### config.mk
export PLATFORM = sky130hd
export DESIGN_NAME = bdmd_update
export DESIGN_NICKNAME = d
export VERILOG_FILES = /design/src/rtl/bdmd_pkg.sv /design/src/rtl/bdmd_update.sv
export SDC_FILE = /design/constraint.sdc
export NUM_CORES = 1
export LEC_CHECK = 0
export ABC_AREA = 1
export BUFFER_PORTS_ARGS = -buffer_cell sky130_fd_sc_hd__clkbuf_2
export CAP_MARGIN = 20
export CELL_PAD_IN_SITES_DETAIL_PLACEMENT = 1
export CELL_PAD_IN_SITES_GLOBAL_PLACEMENT = 1
export CORE_UTILIZATION = 30
export DETAILED_ROUTE_END_ITERATION = 10
export PLACE_DENSITY = 0.62
export SYNTH_ARGS = -nofsm -noshare
export SYNTH_HDL_FRONTEND = slang
export SYNTH_SLANG_ARGS = --single-unit
### constraint.sdc
create_clock -name vclk -period 3.8
set_input_delay 0.57 -clock vclk [all_inputs]
set_output_delay 0.57 -clock vclk [all_outputs]
set_load 0.1 [all_outputs]
### src/rtl/bdmd_pkg.sv
package bdmd_pkg;

    localparam int DATA_W             = 8;
    localparam int COUNT_W            = 21;
    localparam int CFG_W              = 21;
    localparam int DEFAULT_MAX_PIXELS = 1048576;

    localparam logic [DATA_W-1:0] THRESHOLD_RESET = 8'd25;
    localparam logic [CFG_W-1:0]  FRAME_RESET     = 21'd307200;

    typedef enum logic [0:0] {
        CFG_THRESHOLD    = 1'b0,
        CFG_FRAME_PIXELS = 1'b1
    } t_cfg_idx;

    typedef struct packed {
        logic [DATA_W-1:0] pixel;
        logic [DATA_W-1:0] bg;
        logic [DATA_W-1:0] thr;
        logic              compared;
    } t_upd_in;

    typedef struct packed {
        logic              motion;
        logic [DATA_W-1:0] new_bg;
    } t_upd_out;

endpackage

### src/rtl/bdmd_update.sv
module bdmd_update (
    input  bdmd_pkg::t_upd_in  i_upd,
    output bdmd_pkg::t_upd_out o_upd
);

    logic [bdmd_pkg::DATA_W:0]      diff;
    logic [bdmd_pkg::DATA_W+4:0]    blend;

    always_comb begin
        if (i_upd.pixel > i_upd.bg) begin
            diff = {1'b0, i_upd.pixel} - {1'b0, i_upd.bg};
        end else begin
            diff = {1'b0, i_upd.bg} - {1'b0, i_upd.pixel};
        end
        // bg*31 + p = bg*32 - bg + p, never negative
        blend = {i_upd.bg, 5'b0} - {5'b0, i_upd.bg} + {5'b0, i_upd.pixel};

        o_upd.motion = i_upd.compared && (diff > {1'b0, i_upd.thr});
        o_upd.new_bg = i_upd.compared ? blend[bdmd_pkg::DATA_W+4:5] : i_upd.pixel;
    end

endmodule

# --- Yosys cells after proc, flatten, opt, wreduce, memory -nomap -nowiden ---
# Index checks and enable logic that the tools add are counted.
word_totals:
  mem_count: 0
  wordCells: 9
  latch_bits: 0
  output_inout_bits: 9
  reg_bits: 0
  ramBits: 0
  rom_bits: 0
op_classes:
  add_sub_neg: 4
  n_div: 0
  reduce_logical: 1
  shifts: 0
  n_mul: 0
  n_mux: 2
  eq_ne: 0
  n_bitwise: 0
  n_lt_le_gt_ge: 2
op_table:
  columns: ["op", "count"]
  rows:
  - ["subtractor 8 x 8 -> 9 bit", 2]
  - ["adder 13 x 8 -> 13 bit", 1]
  - ["subtractor 13 x 8 -> 13 bit", 1]
  - ["> comparator 9 x 8 -> 1 bit", 1]
  - ["two-way mux 9 bit", 1]
  - ["> comparator 8 bit", 1]
  - ["two-way mux 8 bit", 1]
  - ["logical AND 1 bit", 1]

# --- Logic depth before layout (Yosys ltp) ---
depth:
  word_depth: 4
  mapped_depth: 23
  depth_no_buf: 23

# --- Least setup slack after synthesis ---
# Ideal clock, no wire load.
synth_timing:
  path_kind: "input -> output"
  start: "input i_upd[12] in the netlist's numbering"
  end: "output o_upd[8] in the netlist's numbering"
  setup_slack_ps: -312
  path_stages: 21
  required_ps: 3230
  arrival_ps: 3542
  path_cell_list: "inv_1 ha_1 fa_1 o21bai_2 nand3_1 nand3_2 nand2_4 o21ai_1 o21ai_0 inv_1 ha_1 nand2_1 nor2_1 nand2_1 nand3_1 nand2_1 nand2_1 nand2_1 nand2_1 nand2_1 a21oi_2"
synth_lines:
  columns: ["item", "line", "text"]
  rows:
  - ["start, declared", "bdmd_update.sv:2", "input bdmd_pkg::t_upd_in i_upd,"]
  - ["end, declared", "bdmd_update.sv:3", "output bdmd_pkg::t_upd_out o_upd"]

==> summary.md <==
| Metric | Value |
|---|---|
| Status | `completed` |
| Total Routed Length | `~5.8 mm` |
| Tightest Hold Check Type | `primary input to primary output` |
| Final Max Tran Viols | `0` |
| # IOs | `34` |
| Avg Inst Size Synth | `between 5 and 6 um2` |
| Chip Width | `80.8 um` |
| Yosys top cell area share | `0.235` |
| Clkbuf count | `0` |
| Max cap viols | `0` |
| # fillers | `~800` |
| Vias | `2115` |
| Startpoint Class | `primary input` |
| Seq/Total Area, Yosys | `0` |
| N_diodes | `0` |
| Initial Util | `0.312` |
| Hold depth | `4` |
| Routed len/inst | `12.8 um` |
| Met2 WL | `2.48 mm` |
| Least-Margin Pin Slew | `0.545 ns` |
| Arr. time, crit path | `3.11 ns` |
| Cell-by-cell trace of the critical path | `clkbuf_2, inv_2, ha_4, fa_2, o21bai_2, nand3_1, nand3_2, nand2_4, o21ai_1, o21ai_1, inv_1, ha_4, nand2_1, nor2_2, nand2_1, nand3_1, nand2_1, nand2_1, nand2_1, nand2_1, nand2_2, a21oi_4, buf_12` |
| Placed cells | `around 450` |
| Vias in the first global route | `~2100` |
| Layout Cells excl Fill | `451` |
| CP Max Fanout | `7` |
| Remaining antenna violation count | `0` |
| Synth top area cells | `ha_1, nand2_1, inv_1, fa_1, nand3_1` |
| Overall routing resource usage | `0.182` |
| Hold-fix buffers at CTS | `0` |
| Pwr/cell area | `238 mW/mm2` |
| Worst EP required | `around 3.2 ns` |
| Hold endpoint | `o_upd[7]` |
| Static Leakage | `1.48 nW` |
| FF/Latch Area | `0 um2` |
| Cell variety after synth | `31` |
| Met1 WL | `3.16 mm` |
| Met3 routed WL | `between 100 and 150 um` |
| Layout cells sized above 1 | `0.266` |
| Final setup margin | `0.122 ns` |
| First-pass GRT wire length | `approximately 9.4 mm` |
| Max-slew headroom | `0.638` |
| Max VDD drop | `0.140 mV` |
| Worst path buffer plus inverter count | `4` |
| Most used cell, CP | `nand2_1` |
| Post-DP HPWL | `5.21 mm` |
| Total gr overflow | `0` |
| Most common cell in the synthesized netlist | `nand2_1` |
| Largest net degree at the start of global routing | `15` |
| Crit-path leading delay family | `simple AND/OR/NAND/NOR gates` |
| Seq Cell Count | `0` |
| Slowest-stage cell, CP | `fa_2` |
| Fmax | `0.272 GHz` |
| Row Count | `28` |
| Final setup vio count | `0` |
| Nets | `446` |
| Die height | `a little over 80 um` |
| Initial antenna violation count | `0` |
| Synth top cells by count | `nand2_1, inv_1, ha_1, nand3_1, a21oi_1` |
| Pre-Repair DR Iteration Count | `4` |
| Final hold viol count | `0` |
| Critical path class | `primary input to primary output` |
| Number of buffers added on ports | `34` |
| Synth-to-layout area growth | `35.0%` |
| Crit path time final | `3.68 ns` |
| Drc violations | `0` |
| Synth Instances | `314` |
| Yosys warns | `0` |
| Cell taking the most area after synthesis | `ha_1` |
| Total core area | `0.00596 mm2` |
| Hold path start | `i_upd[24]` |
| Final period util | `0.968` |
| Top Metal Used | `met4` |
| Initial DRC count | `58` |
| Die ar. | `0.00652 mm2` |
| Mapped Nets | `382` |
| Critical path capture point type | `primary output` |
| Dpl ws | `-0.0402 ns` |
| Max stage delay on crit path | `0.33 ns` |
| Vias per std cell | `roughly 4.7` |
| Unrepaired setup endpoints after global routing | `true` |
| Synthesized area | `0.00186 mm2` |
| Final GP Congestion | `0.823` |
final cells by class:
type	instances	area, um2	share of cell area
inverters	69	262	0.104
multi-input cells	241	1680	0.667
well taps	75	93.8	0.0374
repair buffers	66	480	0.191
layout by cell type (no fill, tap or decap), types with 2 or more instances in the layout:
cell type / Yosys / routed
fa_1: 8 / 4
o21ai_1: 1 / 2
a21oi_1: 19 / 17
ha_1: 35 / 30
nand2_2: 3 / 5
a21o_1: 3 / 3
nor2_1: 16 / 15
clkbuf_2: 0 / 26
inv_1: 68 / 63
o21a_1: 2 / 2
a21oi_2: 1 / 2
buf_4: 2 / 36
or2_2: 2 / 2
o21ai_0: 11 / 10
xnor2_1: 2 / 2
nand3b_1: 2 / 2
ha_4: 0 / 4
o21bai_2: 1 / 2
fa_2: 0 / 4
xor2_1: 9 / 9
nor2_2: 1 / 2
nand3_1: 23 / 23
nor3_1: 3 / 2
nand4_1: 6 / 6
buf_12: 0 / 4
nand2_1: 85 / 83
inv_2: 0 / 5
kinds of logic after synthesis:
logic type	Yosys count	synth area share
AO/OA/AOI/OAI	44	0.140
XOR/XNOR	11	0.0518
adder cells (fa/ha/maj)	43	0.321
buffers and inverters	73	0.153
AND/OR/NAND/NOR	143	0.334
through the flow:
stage	hold slack [ns]	area (um2)	setup TNS, ns	utilization	total power, mW
after CTS	1.59	2420	0	0.406	0.583
after detailed placement	1.59	2400	-0.0402	0.402	0.574
after global placement	1.58	2400	0	0.402	0.566
after global routing	1.63	2510	-0.0735	0.422	0.663
after floorplan	1.39	1870	0	-	0.398
final	1.58	2510	0	0.422	0.599
how the worst max path moves through the flow:
stage	start	end	slack, ns	cells past startpoint
6_report	i_upd[12]	o_upd[8]	0.12	23
5_1_grt	i_upd[9]	o_upd[8]	-0.07	23
4_1_cts	i_upd[10]	o_upd[8]	0.02	24
3_5_place_dp	i_upd[12]	o_upd[8]	-0.04	23
3_3_place_gp	i_upd[12]	o_upd[8]	0.02	23
2_1_floorplan	i_upd[12]	o_upd[8]	0.002	21
timing repair:
action,in CTS,in global routing
setup buffers,1,2
endpoints found under the setup margin,1,2
pin swaps,2,8
resized for setup,4,20
power breakdown:
| part | internal, mW | switching (mW) |
|---|---|---|
| registers | 0 | 0 |
| clock network | 0 | 0 |
| logic | 0.224 | 0.375 |
metal layers:
metal  vias to the layer above  track usage
met4                         0      0.00714
met1                       966        0.273
met5                         -            0
met2                        32        0.304
met3                         2      0.00337
li1                       1115            -
Power figures use the tool's default switching activity.
